**src/sv/tfa_pkg.sv**
```systemverilog
// shared types and constants for the triangle face attribute pipeline
package tfa_pkg;

   localparam int CW = 24;                  // coordinate width
   localparam int CF = 12;                  // coordinate fraction bits
   localparam int NF = 14;                  // normal fraction bits
   localparam int EW = CW + 1;              // edge vector width
   localparam int PW = 2 * EW;              // cross product term width
   localparam int CXW = PW + 1;             // cross product component width
   localparam int AW = PW;                  // cross product magnitude width
   localparam int NB = 30;                  // normalized magnitude width
   localparam int SQW = 2 * NB;
   localparam int L2W = SQW + 2;            // squared length width
   localparam int LW = L2W / 2;             // length width
   localparam int SQ_N = LW;                // square root cells
   localparam int SREM_W = LW + 4;
   localparam int QW = NF + 1;              // quotient bits, one per divide cell
   localparam int NUMW = NB + NF + 1;
   localparam int DREM_W = LW;
   localparam int OXW = 41;                 // x component / area width
   localparam int BW = 6;                   // bit length width
   localparam int GRP_N = (AW + 7) / 8;
   localparam int SW = CW + 2;              // coordinate sum width
   localparam int RECIP_SH = 27;
   localparam int CPW = SW + RECIP_SH;
   localparam logic [RECIP_SH-1:0] RECIP = RECIP_SH'(((1 << RECIP_SH) + 1) / 3);
   localparam int AREA_E0 = NB + 1 + CF;
   localparam int RW = AREA_E0 + 1;
   localparam logic [OXW-1:0] AREA_MAX = {1'b0, {(OXW - 1){1'b1}}};
   localparam int IN_TDATA_W = ((9 * CW + 7) / 8) * 8;
   localparam int OUT_TDATA_W = ((OXW + 2 * CW + 7) / 8) * 8;
   localparam int OUT_TUSER_W = 4;

   typedef enum logic [2:0] {
      KIND_NORMAL   = 3'd0,
      KIND_CENTROID = 3'd1,
      KIND_BOX_MIN  = 3'd2,
      KIND_BOX_MAX  = 3'd3,
      KIND_AREA     = 3'd4
   } kind_type;

   typedef logic [2:0][CW-1:0] vec3_type;

   typedef struct packed {
      vec3_type mn;
      vec3_type mx;
      vec3_type cen;
   } geo_type;

   typedef struct packed {
      logic [2:0][NB-1:0] s;
      logic [2:0]         neg;
      logic [BW-1:0]      b;
      geo_type            geo;
   } mid_type;

   typedef struct packed {
      logic [LW-1:0]  len;
      logic [OXW-1:0] area;
      logic [2:0]     neg;
      logic           degen;
      geo_type        geo;
   } tail_type;

   typedef struct packed {
      logic [SREM_W-1:0] rem;
      logic [LW-1:0]     root;
      logic [L2W-1:0]    rad;
   } sqrt_state_type;

   typedef struct packed {
      logic [DREM_W-1:0] rem;
      logic [QW-1:0]     num;
      logic [QW-1:0]     quo;
   } div_state_type;

   typedef struct packed {
      vec3_type       nrm;
      geo_type        geo;
      logic [OXW-1:0] area;
      logic           degen;
   } face_type;

endpackage

```
**src/sv/tfa_div_cell.sv**
```systemverilog
// one restoring divide cell: settles one quotient bit per stage
module tfa_div_cell (
   input  logic                        clock,
   input  logic                        en,
   input  logic [tfa_pkg::LW-1:0]      den,
   input  tfa_pkg::div_state_type      st_i,
   output tfa_pkg::div_state_type      st_o
);
   import tfa_pkg::*;

   div_state_type st_ff, st_in;
   logic [DREM_W:0] rem_t, diff;
   logic ge;

   always_comb begin
      rem_t = {st_i.rem, st_i.num[QW-1]};
      diff = rem_t - {1'b0, den};
      ge = rem_t >= {1'b0, den};
      st_in.rem = ge ? diff[DREM_W-1:0] : rem_t[DREM_W-1:0];
      st_in.num = {st_i.num[QW-2:0], 1'b0};
      st_in.quo = {st_i.quo[QW-2:0], ge};
   end

   always_ff @(posedge clock) begin
      if (en) begin
         st_ff <= st_in;
      end
   end

   assign st_o = st_ff;

endmodule

```
**config.mk**
```make
export PLATFORM = sky130hd
export DESIGN_NAME = tfa_div_cell
export DESIGN_NICKNAME = d
export VERILOG_FILES = /design/src/sv/tfa_pkg.sv /design/src/sv/tfa_div_cell.sv
export SDC_FILE = /design/constraint.sdc
export NUM_CORES = 1
export LEC_CHECK = 0
export BUFFER_PORTS_ARGS = -buffer_cell sky130_fd_sc_hd__buf_2
export CORE_MARGIN = 4
export CORE_UTILIZATION = 30
export CTS_BUF_LIST = sky130_fd_sc_hd__clkbuf_2 sky130_fd_sc_hd__clkbuf_4 sky130_fd_sc_hd__clkbuf_8
export DETAILED_ROUTE_END_ITERATION = 16
export GPL_ROUTABILITY_DRIVEN = 0
export PLACE_DENSITY_LB_ADDON = 0.2
export SLEW_MARGIN = 5
export SYNTH_ARGS = -nofsm -noshare
export SYNTH_HDL_FRONTEND = slang
export SYNTH_SLANG_ARGS = --single-unit
```
**constraint.sdc**
```tcl
create_clock -name clock -period 3.1 [get_ports clock]
set_clock_uncertainty 0.15 [all_clocks]
set_input_delay 0.62 -clock clock [delete_from_list [all_inputs] [get_ports clock]]
set_output_delay 0.62 -clock clock [all_outputs]
set_load 0.05 [all_outputs]
```
======== After elaboration in Yosys (flattened, before gate mapping) ========
Cells that the tools add are included.
storage, ports and cells
  bits in registers ....................... 60
  output and inout bits ................... 61
  logic and storage cells ................. 6
  input port bits ......................... 94
cells by class
  muxes and demuxes ....................... 1
  add/sub/neg operators ................... 1
  magnitude comparators ................... 1
operators by type and width
  cell              count
  $ge A32 B31 Y1    1
  $mux W31          1
  $sub A31 B31 Y31  1

======== Longest topological paths before layout ========
  depth in word-level cells ............... 2
  gate-level depth with buffers ........... 13
  gate-level depth less buffers ........... 12

======== Worst setup path after synthesis ========
OpenSTA, ideal clock, no wires.
  kind .................................... input port to flip-flop
  start ................................... in den[25] in the netlist's numbering
  end ..................................... reg st_ff, in the netlist st_o[48] (data pin)
  arrival ................................. 2.705 ns
  setup slack ............................. -0.015 ns
  setup time .............................. 0.260 ns
  path buffers ............................ 0
  cell stages on the path ................. 10
  required time ........................... 2.690 ns
  path through ............................ inv_1 ha_1 a21o_1 a21o_1 a2111oi_1 nor3_1 a211o_1 nor2_4 inv_4 mux2_4
RTL lines
  element                 RTL line            text
  start: declaration      tfa_div_cell.sv:5   input logic [tfa_pkg::LW-1:0] den,
  end signal: assignment  tfa_div_cell.sv:26  st_ff <= st_in;
  end: declaration        tfa_div_cell.sv:11  div_state_type st_ff, st_in;

==> flow_summary_export.csv <==
group,metric,value,unit
setup_path,crit_required,3050,ps
finish,largest_register_ffs,60,
place,preCtsSetupSlack,-331,ps
grt,track_usage,14.4,%
place,dp_hpwl,8.86,mm
synth,synthTopCellsByCount,"60 x edfxtp_1, 49 x a21oi_1, 41 x inv_1, 41 x nor2_1, 35 x nand2_1",
synth,synth_top_flop_cell,"edfxtp_1",
synth,synthTopCellsByArea,"edfxtp_1 46%, ha_1 9.8%, a21oi_1 6.2%, inv_1 3.9%, nor2_1 3.9%",
synth,synth_top_area_share,45.6,%
setup_path,crit_buf_inv,3,
clock_tree,cts_sinks,60,
sta,final.setup.worst_slack,106,ps
synth,synth_area,0.00396,mm^2
grt,grt_pass1_wl,16.9,mm
place,post_dp_cell_area,0.00536,mm^2
sta,clock.fmax,334,MHz
run_status,status,"complete, no violations",
power,total_power,2.98,mW
detailed_routing,first_pass_iters,4,
synth,yosys_warnings,0,
detailed_routing,routedWlPerCell,13.9,um
clock_tree,cts_tree,"done",
finish,num_antenna_cells,0,
finish,final_nets,747,
clock_tree,cts_setup_buffers,0,
power,p_per_area,531,mW/mm^2
clock_tree,h-tree-depth,3,
finish,area_growth_syn_to_layout,41.9,%
clock_tree,cts_buffer_depth,2,
synth,syn_nets,535,
setup_path,slowest_delay,420,ps
setup_path,cp_top_family,"compound AO/OA/AOI/OAI gates",
sta,finalCritPeriodShare,96.6,%
sta,setup_viol_count_final,0,
detailed_routing,vias_per_cell,4.65,
setup_path,worstSetupEndpointType,"register",
setup_path,path_max_fanout,2,
synth,synth_edf_count,60,
clock_tree,postCtsHoldBufs,0,
setup_path,cp_cell_sequence,"buf_2 -> inv_1 -> ha_1 -> fa_1 -> nor2b_1 -> o31ai_1 -> a21oi_1 -> buf_4 -> o21ai_0 -> and2_1 -> o21ai_1 -> xor2_1 -> mux2_4",
synth,async_flop_share,0,%
detailed_routing,route.detailed.drc,0,
floorplan,die_y,123,um
detailed_routing,finalWirelength,11.1,mm
run,max_cap_viol_count,0,
grt,grt_pass1_vias,3581,
grt,grt_antenna_before_repair,0,
sta,fin_setup_tns,0,ps
sta,finalHoldWorstSlack,310,ps
setup_path,worstSetupPathType,"input pin to register",
synth,yosys.area.top_type,"edfxtp_1",
clock_tree,numCtsBuffers,9,
grt,grt_max_degree,61,
synth,ys_ff_latch,60,
detailed_routing,drt_iter0_markers,194,
sta,hold_violations,0,
setup_path,arrival,2940,ps
floorplan,start_util,31.0,%
setup_path,crit_path_top_delay_cell,"fa_1",
worst_hold_path,worstHoldPathType,"input pin to register",
floorplan,dieWidth,123,um
finish,drive_gt1_share,38.2,%
detailed_routing,drtAntennaViolNets,0,
synth,ys_types,49,
finish,design_area,0.00561,mm^2
floorplan,dieArea,0.0151,mm^2
synth,ys_seq_area_share,45.6,%
clock_tree,cts-root-buf,"clkbuf_8",
clock_tree,clkTransAtPathRegs,80,ps
synth,synth_most_common_cell,"edfxtp_1",
sta,rsz0062_at_grt,"yes",
synth,avgSynthCellArea,9.67,um^2
floorplan,placementRows,41,
sta,drv_slew,0,
sta,min_period,2990,ps
detailed_routing,vias,3708,
setup_path,crit_path_start_kind,"input pin",
floorplan,ios,155,
floorplan,core,0.0128,mm^2
place,port-buffer-count,152,
grt,grt_overflow,0,
power,power_leakage,2.64,nW
synth,syn_inst,409,
power,peakVddDrop,0.187,mV
[cells in the final DEF (no fill, tap or decap), types with 2 or more instances in the layout]
master,Yosys,routed
o311a_1,2,2
nand3_1,5,5
and2_1,5,5
buf_4,1,59
nor4_1,3,3
a31oi_1,2,2
a211oi_2,0,3
o21ai_0,27,25
a211o_1,3,3
xnor2_1,11,11
inv_1,41,41
o211a_1,3,3
a21o_1,5,5
a21oi_1,49,49
nand4_1,5,5
o31ai_1,3,3
buf_2,5,152
o21bai_1,5,5
and3_1,2,2
edfxtp_1,60,60
nor2b_1,4,4
a211oi_1,7,4
nor3_1,4,4
or3_1,2,2
xor2_1,12,12
clkbuf_8,0,9
a31o_2,2,2
nand2b_1,4,4
nand2_1,35,35
o211ai_1,4,4
o21ai_1,0,2
ha_1,31,31
o21a_1,2,2
nor2_1,41,41
bufinv_16,0,3
buf_12,0,3
[routing by layer]
layer / wire length (um) / share of wire (%) / vias up / global-route usage, %
met2: 5040 / 45 / 135 / 22.8
met1: 4970 / 45 / 1667 / 18.8
li1: - / - / 1898 / -
met5: 0 / 0 / - / 0
met4: 119 / 1.1 / 0 / 5.32
met3: 963 / 8.7 / 8 / 3.96
[repair_timing]
item / CTS / global route
resized for setup: 0 / 7
endpoints found under the setup margin: 0 / 27
hold endpoints to repair: 0 / 0
[power breakdown]
| part | total, mW | switching, mW | leakage, nW | internal (mW) |
|---|---|---|---|---|
| clock network | 0.854 | 0.318 | 0.113 | 0.536 |
| logic | 1.09 | 0.710 | 1.94 | 0.377 |
| registers | 1.04 | 0.0222 | 0.588 | 1.02 |
| total | 2.98 | 1.05 | 2.64 | 1.93 |
[path summary, 6_finish.rpt]
path / start / end / cells past startpoint
setup / recovery: st_i[29] / st_o[48] / 13
hold / removal: st_i[4] / st_o[5] / 1
[logic make-up after synthesis]
group | after synthesis | synth area share [%]
AOI/OAI and AO/OA | 121 | 18.8
and+or+nand+nor | 116 | 13.6
DFF | 60 | 45.6
buffers and inverters | 55 | 6.11
adders and majority gates | 32 | 10.3
xor gates and xnor gates | 23 | 5.09
other | 1 | 0.0948
muxes | 1 | 0.380
[final cells by class]
type | count | area [um^2]
Sequential cell | 60 | 1800
Multi-Input combinational cell | 294 | 1940
Tap cell | 172 | 215
Inverter | 42 | 160
Fill cell | 1285 | 7160
Clock buffer | 10 | 131
Timing Repair Buffer | 214 | 1260
Clock inverter | 5 | 101
[stage by stage]
step / cells / util (%)
2_1_floorplan: 409 / -
3_3_place_gp: 782 / 41.9
3_5_place_dp: 782 / 41.9
4_1_cts: 797 / 43.8
5_1_grt: 797 / 43.9
6_report: 797 / 43.9
Note: power is estimated with default switching activity, not from simulation.
