**src/sv/tfa_pkg.sv**
```systemverilog
// shared types and constants for the triangle face attribute pipeline
package tfa_pkg;

   localparam int CW = 24;                  // coordinate width
   localparam int CF = 12;                  // coordinate fraction bits
   localparam int NF = 14;                  // normal fraction bits
   localparam int EW = CW + 1;              // edge vector width
   localparam int PW = 2 * EW;              // cross product term width
   localparam int CXW = PW + 1;             // cross product component width
   localparam int AW = PW;                  // cross product magnitude width
   localparam int NB = 30;                  // normalized magnitude width
   localparam int SQW = 2 * NB;
   localparam int L2W = SQW + 2;            // squared length width
   localparam int LW = L2W / 2;             // length width
   localparam int SQ_N = LW;                // square root cells
   localparam int SREM_W = LW + 4;
   localparam int QW = NF + 1;              // quotient bits, one per divide cell
   localparam int NUMW = NB + NF + 1;
   localparam int DREM_W = LW;
   localparam int OXW = 41;                 // x component / area width
   localparam int BW = 6;                   // bit length width
   localparam int GRP_N = (AW + 7) / 8;
   localparam int SW = CW + 2;              // coordinate sum width
   localparam int RECIP_SH = 27;
   localparam int CPW = SW + RECIP_SH;
   localparam logic [RECIP_SH-1:0] RECIP = RECIP_SH'(((1 << RECIP_SH) + 1) / 3);
   localparam int AREA_E0 = NB + 1 + CF;
   localparam int RW = AREA_E0 + 1;
   localparam logic [OXW-1:0] AREA_MAX = {1'b0, {(OXW - 1){1'b1}}};
   localparam int IN_TDATA_W = ((9 * CW + 7) / 8) * 8;
   localparam int OUT_TDATA_W = ((OXW + 2 * CW + 7) / 8) * 8;
   localparam int OUT_TUSER_W = 4;

   typedef enum logic [2:0] {
      KIND_NORMAL   = 3'd0,
      KIND_CENTROID = 3'd1,
      KIND_BOX_MIN  = 3'd2,
      KIND_BOX_MAX  = 3'd3,
      KIND_AREA     = 3'd4
   } kind_type;

   typedef logic [2:0][CW-1:0] vec3_type;

   typedef struct packed {
      vec3_type mn;
      vec3_type mx;
      vec3_type cen;
   } geo_type;

   typedef struct packed {
      logic [2:0][NB-1:0] s;
      logic [2:0]         neg;
      logic [BW-1:0]      b;
      geo_type            geo;
   } mid_type;

   typedef struct packed {
      logic [LW-1:0]  len;
      logic [OXW-1:0] area;
      logic [2:0]     neg;
      logic           degen;
      geo_type        geo;
   } tail_type;

   typedef struct packed {
      logic [SREM_W-1:0] rem;
      logic [LW-1:0]     root;
      logic [L2W-1:0]    rad;
   } sqrt_state_type;

   typedef struct packed {
      logic [DREM_W-1:0] rem;
      logic [QW-1:0]     num;
      logic [QW-1:0]     quo;
   } div_state_type;

   typedef struct packed {
      vec3_type       nrm;
      geo_type        geo;
      logic [OXW-1:0] area;
      logic           degen;
   } face_type;

endpackage

```
**src/sv/tfa_out_buf.sv**
```systemverilog
// result buffer: holds one finished face and sends its five items
module tfa_out_buf (
   input  logic                                clock,
   input  logic                                reset,
   input  logic                                load,
   input  tfa_pkg::face_type                   face_i,
   output logic                                ready_o,
   output logic                                rsp_tvalid,
   input  logic                                rsp_tready,
   output logic [tfa_pkg::OUT_TDATA_W-1:0]     rsp_tdata,
   output logic [tfa_pkg::OUT_TUSER_W-1:0]     rsp_tuser,
   output logic                                rsp_tlast
);
   import tfa_pkg::*;

   face_type face_ff;
   logic busy_ff, busy_in;
   kind_type kind_ff, kind_in;
   logic [OXW-1:0] cx;
   logic [CW-1:0] cy, cz;
   logic take;

   assign take = busy_ff && rsp_tready;
   assign ready_o = !busy_ff || (rsp_tready && kind_ff == KIND_AREA);

   always_comb begin
      busy_in = busy_ff;
      kind_in = kind_ff;
      if (load) begin
         busy_in = 1'b1;
         kind_in = KIND_NORMAL;
      end else if (take) begin
         if (kind_ff == KIND_AREA) begin
            busy_in = 1'b0;
         end else begin
            kind_in = kind_type'(kind_ff + 3'd1);
         end
      end
   end

   always_ff @(posedge clock) begin
      if (reset) begin
         busy_ff <= 1'b0;
         kind_ff <= KIND_NORMAL;
      end else begin
         busy_ff <= busy_in;
         kind_ff <= kind_in;
      end
   end

   always_ff @(posedge clock) begin
      if (load) begin
         face_ff <= face_i;
      end
   end

   always_comb begin
      cx = '0;
      cy = '0;
      cz = '0;
      case (kind_ff)
         KIND_NORMAL: begin
            cx = {{(OXW - CW){face_ff.nrm[0][CW-1]}}, face_ff.nrm[0]};
            cy = face_ff.nrm[1];
            cz = face_ff.nrm[2];
         end
         KIND_CENTROID: begin
            cx = {{(OXW - CW){face_ff.geo.cen[0][CW-1]}}, face_ff.geo.cen[0]};
            cy = face_ff.geo.cen[1];
            cz = face_ff.geo.cen[2];
         end
         KIND_BOX_MIN: begin
            cx = {{(OXW - CW){face_ff.geo.mn[0][CW-1]}}, face_ff.geo.mn[0]};
            cy = face_ff.geo.mn[1];
            cz = face_ff.geo.mn[2];
         end
         KIND_BOX_MAX: begin
            cx = {{(OXW - CW){face_ff.geo.mx[0][CW-1]}}, face_ff.geo.mx[0]};
            cy = face_ff.geo.mx[1];
            cz = face_ff.geo.mx[2];
         end
         KIND_AREA: begin
            cx = face_ff.area;
         end
         default: begin
            cx = '0;
         end
      endcase
   end

   assign rsp_tvalid = busy_ff;
   assign rsp_tdata = {{(OUT_TDATA_W - OXW - 2 * CW){1'b0}}, cz, cy, cx};
   assign rsp_tuser = {face_ff.degen, kind_ff};
   assign rsp_tlast = kind_ff == KIND_AREA;

endmodule

```
**config.mk**
```make
export PLATFORM = sky130hd
export DESIGN_NAME = tfa_out_buf
export DESIGN_NICKNAME = d
export VERILOG_FILES = /design/src/sv/tfa_pkg.sv /design/src/sv/tfa_out_buf.sv
export SDC_FILE = /design/constraint.sdc
export NUM_CORES = 1
export LEC_CHECK = 0
export ABC_AREA = 1
export BUFFER_PORTS_ARGS = -buffer_cell sky130_fd_sc_hd__buf_2
export CORE_AREA = 2 2 171 173
export DETAILED_ROUTE_END_ITERATION = 7
export DIE_AREA = 0 0 173 175
export PLACE_DENSITY = 0.73
export SLEW_MARGIN = 40
export SYNTH_ARGS = -nofsm -noshare
export SYNTH_HDL_FRONTEND = slang
export SYNTH_SLANG_ARGS = --single-unit
export TNS_END_PERCENT = 1
```
**constraint.sdc**
```tcl
create_clock -name clock -period 2.13 [get_ports clock]
set_input_delay 0.3195 -clock clock [delete_from_list [all_inputs] [get_ports clock]]
set_output_delay 0.3195 -clock clock [all_outputs]
set_load 0.02 [all_outputs]
```
Word level (Yosys, flattened, before mapping)
Cells that the tools add are included.

word-level totals
  output and inout port bits = 103
  logic and storage cells = 38
  input port bits = 334
  register bits = 334

operators by class
  eq/ne operators = 4
  bitwise gates (word level) = 1
  $add $sub $neg = 1
  reductions and logical operators = 10
  muxes and demuxes = 6

operators with widths
  kind                                                                    count
  41-bit one-hot mux with 5 select lines                                  1
  24-bit one-hot mux with 4 select lines                                  2
  3-bit by 2-bit equality test with 1-bit output (second input constant)  2
  2-bit AND reduction                                                     2
  2-bit nonzero test                                                      2
  3-bit by 1-bit adder with 3-bit output (second input constant)          1
  3-bit by 1-bit equality test with 1-bit output (second input constant)  1
  3-bit equality test (second input constant)                             1
  3-bit zero test                                                         1
  1-bit 2-to-1 mux                                                        3
  1-bit logical AND                                                       2
  2-bit OR reduction                                                      1
  1-bit zero test                                                         1
  1-bit logical OR                                                        1
  1-bit inverter                                                          1

Depth between registers and ports, before layout
  depth after elaboration = 4
  gate-level depth with buffers = 9
  depth with buffers taken out = 8

Least setup slack after synthesis
No wires, ideal clock.

  kind = register to output
  from = register kind_ff[2]
  to = output port rsp_tdata[30] (netlist bit)
  buffers on the path = 2
  data required time = 1.811 ns
  data arrival time = 1.712 ns
  path slack = 0.099 ns
  stages on the path, launching flop included = 9
  path through = dfxtp_1 inv_1 ha_1 buf_2 nand2_1 buf_2 nand2_1 nor2_1 nand2_1

between the ends
  longest elaborated chain between the ends = 2
  elaborated cells on any way between the ends = 6
  those cells by class = eq/ne (4); mux (1); reduce/logical (1)

ends and longest elaborated chain
  what                                         RTL line           source
  from (decl)                                  tfa_out_buf.sv:18  kind_type kind_ff, kind_in;
  from (signal assigned)                       tfa_out_buf.sv:47  kind_ff <= kind_in;
  3-bit equality test (tied with other cells)  tfa_out_buf.sv:61  case (kind_ff)
  41-bit one-hot mux with 5 select lines *     tfa_out_buf.sv:61
  to (decl)                                    tfa_out_buf.sv:10  output logic [tfa_pkg::OUT_TDATA_W-1:0] rsp_tdata,

Mark *: on every way between the ends. The rest lies on a longest branch, timed or not.

Worst setup path after layout
  from = register kind_ff[1]
  to = output port rsp_tdata[76] (netlist bit)

between the ends
  longest elaborated chain between the ends = 2
  elaborated cells on any way between the ends = 5
  those cells by class = eq/ne (3); mux (1); reduce/logical (1)

ends and longest elaborated chain
  what                                                                    RTL line
  3-bit by 2-bit equality test with 1-bit output (tied with other cells)  tfa_out_buf.sv:61
  24-bit one-hot mux with 4 select lines *                                tfa_out_buf.sv:61

Marks and branches as above.

==> flow_summary.ini <==
[place]
gp_congestion = 0.8545
placedCellCount = 1793
io_buffer_count = 429
hpwl_um = 22300

[logic_synthesis]
synth_cell_type_count = 20
ys_ff_latch = 334
synth_area_leaders = edfxtp_1, nand2_1, nand4_1, nor2_1, inv_1
async_reset_ff_share_pct = 0
yosysSeqAreaShare_pct = 78.58
synth_compound_area_share_pct = 0.07874
avgSynthCellArea_um2 = 12.83
muxShareOfSynthArea_pct = 0
yosysTopAreaCellShare_pct = 77.95
synth_adder_area_share_pct = 0.4921
ys.flop_type = edfxtp_1
synthSimpleGateAreaFrac_pct = 17.25
synth_area_leader_cell = edfxtp_1
synth_edf_count = 330
syn_area_um2 = 12710
synth_xor_area_share_pct = 0
netlist_instances = 991
yosysWarnings = 0
synth_top_family_by_area = simple AND/OR/NAND/NOR gates

[global_routing]
grt_start_max_net_pins = 52
grt_pass1_wl_um = 68290
overflow = 0
grt.total_usage_pct = 29.95
antenna_found_initial = 3
first_global_vias = 12290

[timing]
finalWorstPathRequiredPeriod_ns = 2.404
rsz0062_at_grt = true
maxSlewViolCount = 0
fin_worst_skew_ns = 0.01591
fin_crit_sh_pct = 112.9
fin_setup_tns_ns = -17.09
setup_viol = 89
finalHoldViolCount = 0
timing.final.ws_setup_ns = -0.2737
fmax_mhz = 416.0

[layout]
drive_above_1_share_pct = 34.49
finalNonFillerCells = 2231
final_cell_mix = nand2_1, buf_2, edfxtp_1, dlygate4sd3_1, buf_6
nNetsFinal = 2159
syn_to_final_growth_pct = 69.19
final_common_cell = nand2_1

[clock_tree]
cts_tree = yes
clockBufferDepth = 3
clock-sinks = 334
htree_num_levels = 2
ctsRootBufferMaster = clkbuf_16
clock_latency_ns = 0.51
numCtsBuffers = 35
cts.clk_slew.worst_paths_ns = 0.06

[worst_setup_path]
reg2reg_from = kind_ff[1]
path_max_fanout = 14
path_class = flop to output pin
arrival_ns = 2.08
critPathMostFrequentCell = buf_12
crit_start = kind_ff[1]
crit_chain = inv_4, ha_4, inv_2, nor2_4, buf_12, buf_12, buf_16, nand2_2, nand4_1, buf_6
cpMaxStageDelayCell = dfxtp_4
worstPathRequired_ns = 1.81
worstSetupEndpointType = output pin
crit_path_start_kind = flop
slowest_delay_ns = 0.38

[floorplanning]
fp.dieH_um = 175
rows = 62
start_util_pct = 44.77
die-area_um2 = 30280
core_um2 = 28390
die_w_um = 173
ios = 437

[pwr]
power_leakage_uw = 0.009292
p_per_area_nw_per_um2 = 777.8
peakVddDrop_mv = 0.7696

[run_status]
violations = setup timing
status = finished, violations left

[routing]
drtIter0Drc = 1013
antenna_left = 0
routed_wl_um = 47700
drc = 0
routedWlPerCell_um = 21.38
viasPerCell = 5.143
firstDrtPassIters = 5
vias = 11470

[worst_hold_path]
hold_path_class = input pin to flop
worstHoldStart = face_i[254]

[job]
maxCapViolations = 0
-- stage by stage --
stage / hold WS [ns] / cell area (µm²) / setup slack, ns / power, µW / util, %
after CTS: 0.001273 / 21090 / -0.2519 / 16430 / 74.27
after global routing: 0.009956 / 21510 / -0.3295 / 17180 / 75.75
final: 0.03451 / 21510 / -0.2737 / 16730 / 75.75
after detailed placement: 0.4976 / 15530 / 0.009581 / 9577 / 54.69
after floorplan: 0.4184 / 12730 / 0.09860 / 8708 / -
after global placement: 0.4955 / 15530 / 0.07652 / 9537 / 54.69
-- registers in the layout, summed over array words and instances (netlist names) --
signal / count
kind_ff: 3
rsp_tuser: 1
face_ff: 329
rsp_tvalid: 1
-- what timing repair did --
action | 4_1_cts | 5_1_grt
pin swaps | 15 | 20
hold buffers | 327 | 2
buffers inserted | 26 | 6
setup endpoints to repair | 90 | 91
gates cloned | 13 | 2
hold endpoints to repair | 327 | 2
gates resized for setup | 166 | 112
-- synth_stat cells, types with 3 or more instances --
master and count:
buf_2 8, buf_4 14, clkbuf_1 21, dfxtp_1 4, edfxtp_1 330, ha_1 5
inv_1 57, nand2_1 421, nand3_1 3, nand4_1 48, nor2_1 71
-- routing by layer --
layer,vias to the layer above,share of wire (%),global-route usage (%)
met5,-,0,0
met4,0,5.8,18.19
met3,197,7.9,5.766
met2,822,52,53.85
met1,5448,34,32.87
li1,5006,-,-
-- cell type report --
class | count | area (µm²)
diodes | 3 | 7.507
repair buffers | 829 | 7083
multi-input cells | 561 | 2552
clock buffers | 43 | 937.1
clock inverters | 18 | 200.2
well taps | 384 | 480.5
fillers | 1579 | 6884
inverters | 58 | 241.5
repair inverters | 1 | 8.758
flip-flops and latches | 334 | 9997
-- path summary, 6_finish.rpt --
| path | endpoint | slack, ns | cells after the start |
|---|---|---|---|
| setup / recovery | rsp_tdata[76] | -0.27 | 10 |
| hold / removal | face_ff[254] | 0.03 | 1 |
| setup reg to reg | kind_ff[1] | 0.80 | 8 |
| hold reg to reg | kind_ff[0] | 0.58 | 3 |
-- worst max-delay path: cells and delay by family, from the launching register on --
family	cells	cell delay (ns)
AND/OR/NAND/NOR	3	0.29
flip-flops	1	0.38
buffers and inverters	6	0.72
adder cells (fa/ha/maj)	1	0.17
-- power by group --
part           internal [µW]  leakage [µW]  switching (µW)
registers               7800       0.00326             194
clock network           3620      0.000555            2520
logic                   1320       0.00547            1270
total                  12700       0.00929            3990
-- logic make-up after synthesis --
group | after synthesis
and+or+nand+nor | 547
DFF | 334
buffers and inverters | 102
adders and majority gates | 5
AOI/OAI and AO/OA | 2
other | 1
No activity file was read; power rests on OpenSTA's default activity.
