**config.mk**
```make
export PLATFORM = sky130hd
export DESIGN_NAME = tfa_sqrt_cell
export DESIGN_NICKNAME = d
export VERILOG_FILES = /design/src/sv/tfa_pkg.sv /design/src/sv/tfa_sqrt_cell.sv
export SDC_FILE = /design/constraint.sdc
export NUM_CORES = 1
export LEC_CHECK = 0
export BUFFER_PORTS_ARGS = -buffer_cell sky130_fd_sc_hd__buf_2
export CAP_MARGIN = 10
export CORE_MARGIN = 2
export CORE_UTILIZATION = 40
export CTS_BUF_LIST = sky130_fd_sc_hd__clkbuf_2 sky130_fd_sc_hd__clkbuf_4 sky130_fd_sc_hd__clkbuf_8
export DETAILED_ROUTE_END_ITERATION = 8
export PLACE_DENSITY = 0.68
export SLEW_MARGIN = 20
export SYNTH_ARGS = -nofsm -noshare
export SYNTH_HDL_FRONTEND = slang
export SYNTH_SLANG_ARGS = --single-unit
export TNS_END_PERCENT = 5
```
**constraint.sdc**
```tcl
create_clock -name clock -period 7.6 [get_ports clock]
set_clock_uncertainty 0.2 [all_clocks]
set_input_delay 1.52 -clock clock [delete_from_list [all_inputs] [get_ports clock]]
set_output_delay 1.52 -clock clock [all_outputs]
set_load 0.01 [all_outputs]
```
**src/sv/tfa_pkg.sv**
```systemverilog
// shared types and constants for the triangle face attribute pipeline
package tfa_pkg;

   localparam int CW = 24;                  // coordinate width
   localparam int CF = 12;                  // coordinate fraction bits
   localparam int NF = 14;                  // normal fraction bits
   localparam int EW = CW + 1;              // edge vector width
   localparam int PW = 2 * EW;              // cross product term width
   localparam int CXW = PW + 1;             // cross product component width
   localparam int AW = PW;                  // cross product magnitude width
   localparam int NB = 30;                  // normalized magnitude width
   localparam int SQW = 2 * NB;
   localparam int L2W = SQW + 2;            // squared length width
   localparam int LW = L2W / 2;             // length width
   localparam int SQ_N = LW;                // square root cells
   localparam int SREM_W = LW + 4;
   localparam int QW = NF + 1;              // quotient bits, one per divide cell
   localparam int NUMW = NB + NF + 1;
   localparam int DREM_W = LW;
   localparam int OXW = 41;                 // x component / area width
   localparam int BW = 6;                   // bit length width
   localparam int GRP_N = (AW + 7) / 8;
   localparam int SW = CW + 2;              // coordinate sum width
   localparam int RECIP_SH = 27;
   localparam int CPW = SW + RECIP_SH;
   localparam logic [RECIP_SH-1:0] RECIP = RECIP_SH'(((1 << RECIP_SH) + 1) / 3);
   localparam int AREA_E0 = NB + 1 + CF;
   localparam int RW = AREA_E0 + 1;
   localparam logic [OXW-1:0] AREA_MAX = {1'b0, {(OXW - 1){1'b1}}};
   localparam int IN_TDATA_W = ((9 * CW + 7) / 8) * 8;
   localparam int OUT_TDATA_W = ((OXW + 2 * CW + 7) / 8) * 8;
   localparam int OUT_TUSER_W = 4;

   typedef enum logic [2:0] {
      KIND_NORMAL   = 3'd0,
      KIND_CENTROID = 3'd1,
      KIND_BOX_MIN  = 3'd2,
      KIND_BOX_MAX  = 3'd3,
      KIND_AREA     = 3'd4
   } kind_type;

   typedef logic [2:0][CW-1:0] vec3_type;

   typedef struct packed {
      vec3_type mn;
      vec3_type mx;
      vec3_type cen;
   } geo_type;

   typedef struct packed {
      logic [2:0][NB-1:0] s;
      logic [2:0]         neg;
      logic [BW-1:0]      b;
      geo_type            geo;
   } mid_type;

   typedef struct packed {
      logic [LW-1:0]  len;
      logic [OXW-1:0] area;
      logic [2:0]     neg;
      logic           degen;
      geo_type        geo;
   } tail_type;

   typedef struct packed {
      logic [SREM_W-1:0] rem;
      logic [LW-1:0]     root;
      logic [L2W-1:0]    rad;
   } sqrt_state_type;

   typedef struct packed {
      logic [DREM_W-1:0] rem;
      logic [QW-1:0]     num;
      logic [QW-1:0]     quo;
   } div_state_type;

   typedef struct packed {
      vec3_type       nrm;
      geo_type        geo;
      logic [OXW-1:0] area;
      logic           degen;
   } face_type;

endpackage

```
**src/sv/tfa_sqrt_cell.sv**
```systemverilog
// one square root cell: settles one root bit per stage
module tfa_sqrt_cell (
   input  logic                    clock,
   input  logic                    en,
   input  tfa_pkg::sqrt_state_type st_i,
   output tfa_pkg::sqrt_state_type st_o
);
   import tfa_pkg::*;

   sqrt_state_type st_ff, st_in;
   logic [SREM_W-1:0] rem_t, trial;
   logic ge;

   always_comb begin
      rem_t = {st_i.rem[SREM_W-3:0], st_i.rad[L2W-1 -: 2]};
      trial = {{(SREM_W - LW - 2){1'b0}}, st_i.root, 2'b01};
      ge = rem_t >= trial;
      st_in.rem = ge ? (rem_t - trial) : rem_t;
      st_in.root = {st_i.root[LW-2:0], ge};
      st_in.rad = {st_i.rad[L2W-3:0], 2'b00};
   end

   always_ff @(posedge clock) begin
      if (en) begin
         st_ff <= st_in;
      end
   end

   assign st_o = st_ff;

endmodule

```
-- Word level (Yosys, flattened, before mapping)
Index checks and enable logic that the tools add are counted.
- bits of input ports: 130
- flip-flop bits (word level): 126
- output and inout bits: 128
- muxes and demuxes: 1
- add/sub/neg operators: 1
- magnitude comparators: 1
- operators by type and width (cell ; count):
    $ge A35 B33 Y1 ; 1
    $mux W35 ; 1
    $sub A35 B33 Y35 ; 1

-- Longest topological paths before layout
Gate-level depths: netlist (run 1).
- depth after elaboration: 2
- gate-level depth with buffers: 13
- mapped depth without buffers: 11

-- Worst setup path before layout (run 1)
No wires, ideal clock.
- path kind: input-to-reg
- from: in st_i[77] (netlist name)
- to: reg st_ff, in the netlist st_o[127] (data pin)
- data arrival time: 3.594 ns
- buffers on the path: 0
- stages on the path: 10
- slack: 3.537 ns
- setup time: 0.269 ns
- cells stage by stage: inv_1 -> ha_1 -> a211oi_2 -> nor2_1 -> a2111o_1 -> or3b_4 -> o21ai_4 -> o31ai_2 -> a2111oi_4 -> xor2_1
- RTL lines (element ; line ; text):
    from (decl) ; tfa_sqrt_cell.sv:5 ; input tfa_pkg::sqrt_state_type st_i,
    to (signal assigned) ; tfa_sqrt_cell.sv:25 ; st_ff <= st_in;
    to (decl) ; tfa_sqrt_cell.sv:10 ; sqrt_state_type st_ff, st_in;

==> metrics.log, run 1 <==
INFO  metric outcome = finished, final reports clean
INFO  metric detail_route.vias_per_cell = 5.05
INFO  metric synth_top_family_by_area = compound AO/OA/AOI/OAI gates
INFO  metric worst-path-max-fanout = 35
INFO  metric dr.first_iter.drc_count = 375
INFO  metric drv_cap = 0
INFO  metric yosysTopAreaCell = sky130_fd_sc_hd__edfxtp_1
INFO  metric grt_first_pass_wirelength = 23.6 mm
INFO  metric share_of_synthesized_area_occupied_by_flip_flops_and_latches = 0.612
INFO  metric track_usage = 0.188
INFO  metric design.die.area = 16500 um2
INFO  metric slew_headroom = 0.343
INFO  metric synth_xor_xnor_area_share = 0.0425
INFO  metric cell_types_with_the_largest_area_share_after_synthesis = sky130_fd_sc_hd__edfxtp_1 (61%), sky130_fd_sc_hd__ha_1 (6.7%), sky130_fd_sc_hd__a21oi_1 (3.6%)
INFO  metric area_growth = 29.8%
INFO  metric synthesis.yosys.warnings = 0
INFO  metric routed-via-count = 4855
INFO  metric post-cts-setup-buffers = 0
INFO  metric grt_max_degree = 80
INFO  metric vdd_ir_drop_max = 0.0932 mV
INFO  metric rsz_0062_raised_after_global_routing = false
INFO  metric grt_pass1_vias = 4684
INFO  metric fin_setup_tns = 0 ns
INFO  metric cts.hold.buffers_added = 0
INFO  metric hp-class = input port to register
INFO  metric die_boundary_height = 128 um
INFO  metric crit_type = input port to register
INFO  metric numPortBuffers = 253
INFO  metric core-area = 15100 um2
INFO  metric fp-row-count = 45
INFO  metric synth_area = 6190 um2
INFO  metric die_width = 128 um
INFO  metric cts_num_sinks = 126
INFO  metric share_of_async_settable_or_async_resettable_flops_after_synthesis = 0
INFO  metric cts.clk_slew.worst_paths = 0.08 ns
INFO  metric cts_max_path_buffers = 2
INFO  metric slew_viol_final = 0
INFO  metric postSynthCellCount = 504
INFO  metric tightestPinTransition = 0.985 ns
INFO  metric power_per_cell_area = 232 nW/um2
INFO  metric ys_types = 58
INFO  metric synthTopCellsByCount = sky130_fd_sc_hd__edfxtp_1 (126), sky130_fd_sc_hd__a21oi_1 (45), sky130_fd_sc_hd__nand2_1 (44)
INFO  metric setup.worst_path.start_class = input port
INFO  metric leakage = 0.00354 uW
INFO  metric drc_violations = 0
INFO  metric setup-violations-final = 0
INFO  metric grt_antenna_before_repair = 0
INFO  metric dominantRegCellSynth = sky130_fd_sc_hd__edfxtp_1
INFO  metric drive_gt1_frac = 0.393
INFO  metric worst_slack = 2.67 ns
INFO  metric antennaDiodeCount = 0
INFO  metric final_antenna_net_count = 0
INFO  metric mean_instance_size_in_the_synthesized_netlist = 12.3 um2
INFO  metric fmax = 203 MHz
INFO  metric most_numerous_cell_in_the_yosys_netlist = sky130_fd_sc_hd__edfxtp_1
INFO  metric crit_arrival = 4.93 ns
INFO  metric count_of_pins_on_the_block_boundary = 258
INFO  metric n_fill_cell = 1359
INFO  metric compound_gate_fraction_of_synth_area = 0.139
INFO  metric preCtsSetupSlack = 2.16 ns
INFO  metric fin_crit = 4.93 ns
INFO  metric post_drt_wl_per_cell = 16.5 um
INFO  metric grt_overflow = 0
INFO  metric hold_viol = 0
INFO  metric worst_ep_required_time = 7.60 ns
INFO  metric synth_enable_flop_cells = 126
INFO  metric largest_reg_flops = 126
INFO  metric routabilityCongestion = 0.837
INFO  metric synth_mux_area_frac = 0.00182
INFO  metric dp_hpwl = 12.0 mm
INFO  metric synth-adder-area-share = 0.0667
INFO  metric finalNetCount = 924
INFO  metric netlist.area_leader.share = 0.612
INFO  metric ys_ff_latch = 126
INFO  metric timing.critical_path.to_type = register
INFO  metric clock-root-buffer = sky130_fd_sc_hd__clkbuf_8
INFO  metric synth-simple-area-share = 0.0993
INFO  metric detail_route.wirelength = 15.8 mm
INFO  metric tritoncts.num_buffers = 17
INFO  metric ctsHtreeMaxLevel = 4
INFO  metric first_pass_iters = 4
INFO  metric initial_utilization = 0.409
INFO  metric timing.final.crit_share = 0.649
INFO  metric gates_resized_cts_repair = 0
INFO  metric tritoncts = built
critical path, stage by stage:
cell and delay, ns:
sky130_fd_sc_hd__buf_2 0.09, sky130_fd_sc_hd__inv_1 0.04, sky130_fd_sc_hd__ha_1 0.35, sky130_fd_sc_hd__and2_1 0.20, sky130_fd_sc_hd__a221oi_1 0.39, sky130_fd_sc_hd__o21ai_1 0.20, sky130_fd_sc_hd__o211a_2 0.36, sky130_fd_sc_hd__a21boi_4 0.79
sky130_fd_sc_hd__inv_2 0.53, sky130_fd_sc_hd__mux2_1 0.44
power breakdown:
group          internal, uW  switching (uW)  total, uW
clock network           335             290        625
registers               851            15.5        866
logic                   155             216        371
total                  1340             521       1860
routing by layer:
layer  routed length, um  up-vias  GRT usage
met2                7940      180      0.321
met3                1000       21     0.0524
li1                    -     2379          -
met4                 270        0     0.0769
met1                6610     2275      0.224
met5                   0        -          0
path summary, 6_finish.rpt:
| check | endpoint | slack (ns) | from | depth (start not counted) |
|---|---|---|---|---|
| setup / recovery | st_o[101] | 2.67 | st_i[69] | 10 |
| hold / removal | st_o[58] | 1.05 | st_i[56] | 1 |
cell usage in the layout, fill, tap and decap left out, types with 3 or more instances in the layout:
master                        n
sky130_fd_sc_hd__a21o_1       9
sky130_fd_sc_hd__a21oi_1     45
sky130_fd_sc_hd__and2_1       3
sky130_fd_sc_hd__and3_1       4
sky130_fd_sc_hd__buf_2      252
sky130_fd_sc_hd__bufinv_16    3
sky130_fd_sc_hd__clkbuf_8    17
sky130_fd_sc_hd__clkinv_4     3
sky130_fd_sc_hd__edfxtp_1   126
sky130_fd_sc_hd__ha_1        33
sky130_fd_sc_hd__inv_1       37
sky130_fd_sc_hd__inv_6        4
sky130_fd_sc_hd__nand2_1     44
sky130_fd_sc_hd__nand2b_1     5
sky130_fd_sc_hd__nand3_1     10
sky130_fd_sc_hd__nand4_1      6
sky130_fd_sc_hd__nor2_1      31
sky130_fd_sc_hd__nor2b_1      4
sky130_fd_sc_hd__nor3_1      13
sky130_fd_sc_hd__o211ai_1     6
sky130_fd_sc_hd__o21a_1       4
sky130_fd_sc_hd__o21ai_0     15
sky130_fd_sc_hd__o21ai_1     15
sky130_fd_sc_hd__o21bai_1     3
sky130_fd_sc_hd__o31ai_1      4
sky130_fd_sc_hd__xnor2_1     17
sky130_fd_sc_hd__xor2_1      13
area by class of cell:
class,instances,area (um2),share of cell area
Timing Repair Buffer,254,1280,0.159
Multi-Input combinational cell,323,2170,0.270
Clock inverter,14,183,0.0227
Inverter,39,146,0.0182
Clock buffer,18,241,0.0301
Sequential cell,126,3780,0.471
Tap cell,188,235,0.0293
metrics by stage:
stage | power, uW | hold slack (ns) | instances | cell area (um2) | utilization
after floorplan | 1100 | 1.42 | 505 | 6190 | -
after global placement | 1250 | 1.50 | 930 | 7610 | 0.502
after detailed placement | 1250 | 1.50 | 930 | 7610 | 0.502
after CTS | 1890 | 1.00 | 962 | 8030 | 0.530
after global routing | 1950 | 1.01 | 962 | 8030 | 0.530
final | 1860 | 1.05 | 962 | 8030 | 0.530
kinds of logic (layout without fill, tap and decap cells):
group / count (synthesis) / after routing
compound gates: 128 / 128
xor+xnor: 30 / 30
other cells: 1 / 2
flops: 126 / 126
fa+ha+maj: 33 / 33
buf+inv: 56 / 325
simple gates: 129 / 129
mux: 1 / 1
Power figures use the tool's default switching activity.
==> run 2, diff against run 1 <==
PLACE_DENSITY = 0.7   (was 0.68)
clock period = 4.4 ns   (was 7.6 ns; I/O delays follow)
==> run 2 against run 1 <==
Sequential power grew 73%. Critical path depth is 2 higher. Worst hold slack worse by 0.63 ns. Non-clock buffer count grew 3. Global-route usage is 0.20 points lower. Sequential share of layout area is essentially flat. Die area stayed put. Clock power is 59% higher. Final cell count grew 0.42%. Worst setup slack got worse by 1.8 ns. First-iteration DRC count fell by 21%.
==> metrics.log, run 2 (same netlist as run 1, synthesis figures left out) <==
INFO  metric worst_ep_required_time = 4.38 ns (-3.22 ns)
INFO  metric routabilityCongestion = 0.821 (-1.9%)
INFO  metric finalNetCount = 927 (+0.32%)
INFO  metric crit_type = input port to register
INFO  metric setup.worst_path.start_class = input port
INFO  metric fin_setup_tns = 0 ns (unchanged)
INFO  metric dr.first_iter.drc_count = 295 (-21%)
INFO  metric gates_resized_cts_repair = 0 (unchanged)
INFO  metric worst-path-buf-inv = 3 (unchanged)
INFO  metric layoutNonFillerInstCount = 966 (+0.42%)
INFO  metric fin_crit = 3.52 ns
INFO  metric clock-root-buffer = sky130_fd_sc_hd__clkbuf_8
INFO  metric ctsHtreeMaxLevel = 4 (unchanged)
INFO  metric fin_util = 0.531 (about the same)
INFO  metric layout.cells.most_common_list = sky130_fd_sc_hd__buf_2 (252), sky130_fd_sc_hd__edfxtp_1 (126), sky130_fd_sc_hd__a21oi_1 (45)
INFO  metric drc_violations = 0 (unchanged)
INFO  metric drv_cap = 0 (unchanged)
INFO  metric place_inst = 933 (+0.32%)
INFO  metric cts_max_path_buffers = 2 (unchanged)
INFO  metric die_width = 128 um (unchanged)
INFO  metric detail_route.vias_per_cell = 4.94 (-2.1%)
INFO  metric p_clk_frac = 0.318 (-0.018)
INFO  metric initial_utilization = 0.409 (unchanged)
INFO  metric net-switching-power = 870 uW (+67%)
INFO  metric power_per_cell_area = 389 nW/um2 (+68%)
INFO  metric tightestPinTransition = 0.883 ns (-0.102 ns)
INFO  metric largest_reg_flops = 126 (unchanged)
INFO  metric highest-signal-layer = met5
INFO  metric tritoncts.num_buffers = 17 (unchanged)
INFO  metric worst_slack = 0.885 ns (-1.78 ns)
INFO  metric combinationalPowerShare = 0.204 (+0.005)
INFO  metric outcome = finished, final reports clean
INFO  metric final_antenna_net_count = 0 (unchanged)
INFO  metric fp-row-count = 45 (unchanged)
INFO  metric cts.hold.buffers_added = 0 (unchanged)
INFO  metric setup-violations-final = 0 (unchanged)
INFO  metric dp_hpwl = 11.9 mm (-0.90%)
INFO  metric worst-path-max-fanout = 25 (-29%)
INFO  metric track_usage = 0.186 (-0.00204)
INFO  metric wirelength_met1 = 6.25 mm (-5.4%)
INFO  metric route.met2.wl = 7.61 mm (-4.1%)
INFO  metric timing.final.crit_share = 0.799
INFO  metric detail_route.wirelength = 15.3 mm (-3.2%)
INFO  metric slew_viol_final = 0 (unchanged)
INFO  metric hp-class = input port to register
INFO  metric cellInternalPower = 2260 uW (+69%)
INFO  metric timing.critical_path.to_type = register
INFO  metric grt_antenna_before_repair = 2 (+2)
INFO  metric tritoncts = built
INFO  metric multiInputGateArea = 2170 um2 (unchanged)
INFO  metric crit_arrival = 3.49 ns (-1.44 ns)
INFO  metric rsz_0062_raised_after_global_routing = false
INFO  metric area_growth = 29.9% (about the same)
INFO  metric core-area = 15100 um2 (unchanged)
INFO  metric post-cts-setup-buffers = 0 (unchanged)
INFO  metric cts.clk_slew.worst_paths = 0.08 ns (about the same)
INFO  metric most_frequent_standard_cell_in_the_layout_excluding_fill_and_tap_cells = sky130_fd_sc_hd__buf_2
INFO  metric power.share.sequential = 0.478 (+0.013)
INFO  metric critPathMaxStageDelay = 0.48 ns (-0.31 ns)
INFO  metric grt_max_degree = 101 (+26%)
INFO  metric fmax = 284 MHz
INFO  metric vdd_ir_drop_max = 0.188 mV (+100%)
INFO  metric slew_headroom = 0.411 (+0.0680)
INFO  metric preCtsSetupSlack = 0.472 ns (-1.69 ns)
INFO  metric switching_share = 0.278 (-0.00195)
INFO  metric post_drt_wl_per_cell = 15.9 um (-3.6%)
INFO  metric leakage = 0.00354 uW (about the same)
INFO  metric detailroute.wirelength.met3 = 1.20 mm (+20%)
INFO  metric timing.critical_path.slowest_stage_cell = sky130_fd_sc_hd__nor3_1
INFO  metric numPortBuffers = 253 (unchanged)
INFO  metric n_fill_cell = 1347 (-0.88%)
INFO  metric die_boundary_height = 128 um (unchanged)
INFO  metric design.die.area = 16500 um2 (unchanged)
INFO  metric register_area = 3780 um2 (unchanged)
INFO  metric hold_viol = 0 (unchanged)
INFO  metric first_pass_iters = 6 (+2)
INFO  metric cts_num_sinks = 126 (unchanged)
INFO  metric grt_first_pass_wirelength = 23.1 mm (-2.3%)
INFO  metric routed-via-count = 4771 (-1.7%)
INFO  metric crit_path_cell_trace = buf_2, inv_1, ha_1, nand4_2, nor3_1, nand4_1, a21oi_1, nor2_1, a21boi_4, inv_2, o311ai_1, xnor2_1
INFO  metric grt_pass1_vias = 4381 (-6.5%)
INFO  metric grt_overflow = 0 (unchanged)
INFO  metric cp_delay_by_family_top = simple AND/OR/NAND/NOR gates
INFO  metric count_of_pins_on_the_block_boundary = 258 (unchanged)
INFO  metric drive_gt1_frac = 0.394 (+0.00106)
run 2: cell count changes in the layout (fill, tap and decap cells not counted):
cell	change
sky130_fd_sc_hd__buf_4	+2
sky130_fd_sc_hd__inv_8	-1
sky130_fd_sc_hd__clkinv_1	+1
sky130_fd_sc_hd__inv_6	+2
sky130_fd_sc_hd__bufinv_16	-1
sky130_fd_sc_hd__diode_2	+1
sky130_fd_sc_hd__clkinv_2	-1
sky130_fd_sc_hd__buf_6	+1
run 2: power groups by stage:
| stage | Clock (uW) | Sequential, uW | Combinational (uW) |
|---|---|---|---|
| detailed placement | 0 | 1520 | 640 |
| CTS | 1030 | 1500 | 645 |
| global route | 1080 | 1510 | 710 |
| floorplan | 0 | 1600 | 300 |
| finish | 995 | 1500 | 639 |
| global placement | 0 | 1520 | 635 |
run 2: worst paths after layout:
path | from | end | slack, ns | cells past startpoint
setup / recovery | st_i[84] | st_o[126] | 0.88 | 12
hold / removal | st_i[52] | st_o[54] | 0.42 | 1
run 2: routing by layer:
metal | global-route usage | vias to the layer above
li1 | - | 2378
met1 | 0.220 | 2202
met2 | 0.318 | 169
met3 | 0.0649 | 20
met4 | 0.0595 | 2
met5 | 0 | -
run 2: through the flow:
stage	total power, uW	area (um2)	hold slack, ns
global placement	2160	7630	0.856
CTS	3170	8030	0.381
detailed placement	2160	7630	0.858
finish	3130	8040	0.419
global route	3300	8040	0.379
floorplan	1900	6190	0.779
run 2: layout make-up:
type | instances | area share
Antenna cell | 1 | 0.000311
Clock buffer | 18 | 0.0301
Clock inverter | 14 | 0.0196
Inverter | 39 | 0.0182
Multi-Input combinational cell | 323 | 0.270
Sequential cell | 126 | 0.471
Tap cell | 188 | 0.0293
Timing Repair Buffer | 257 | 0.162
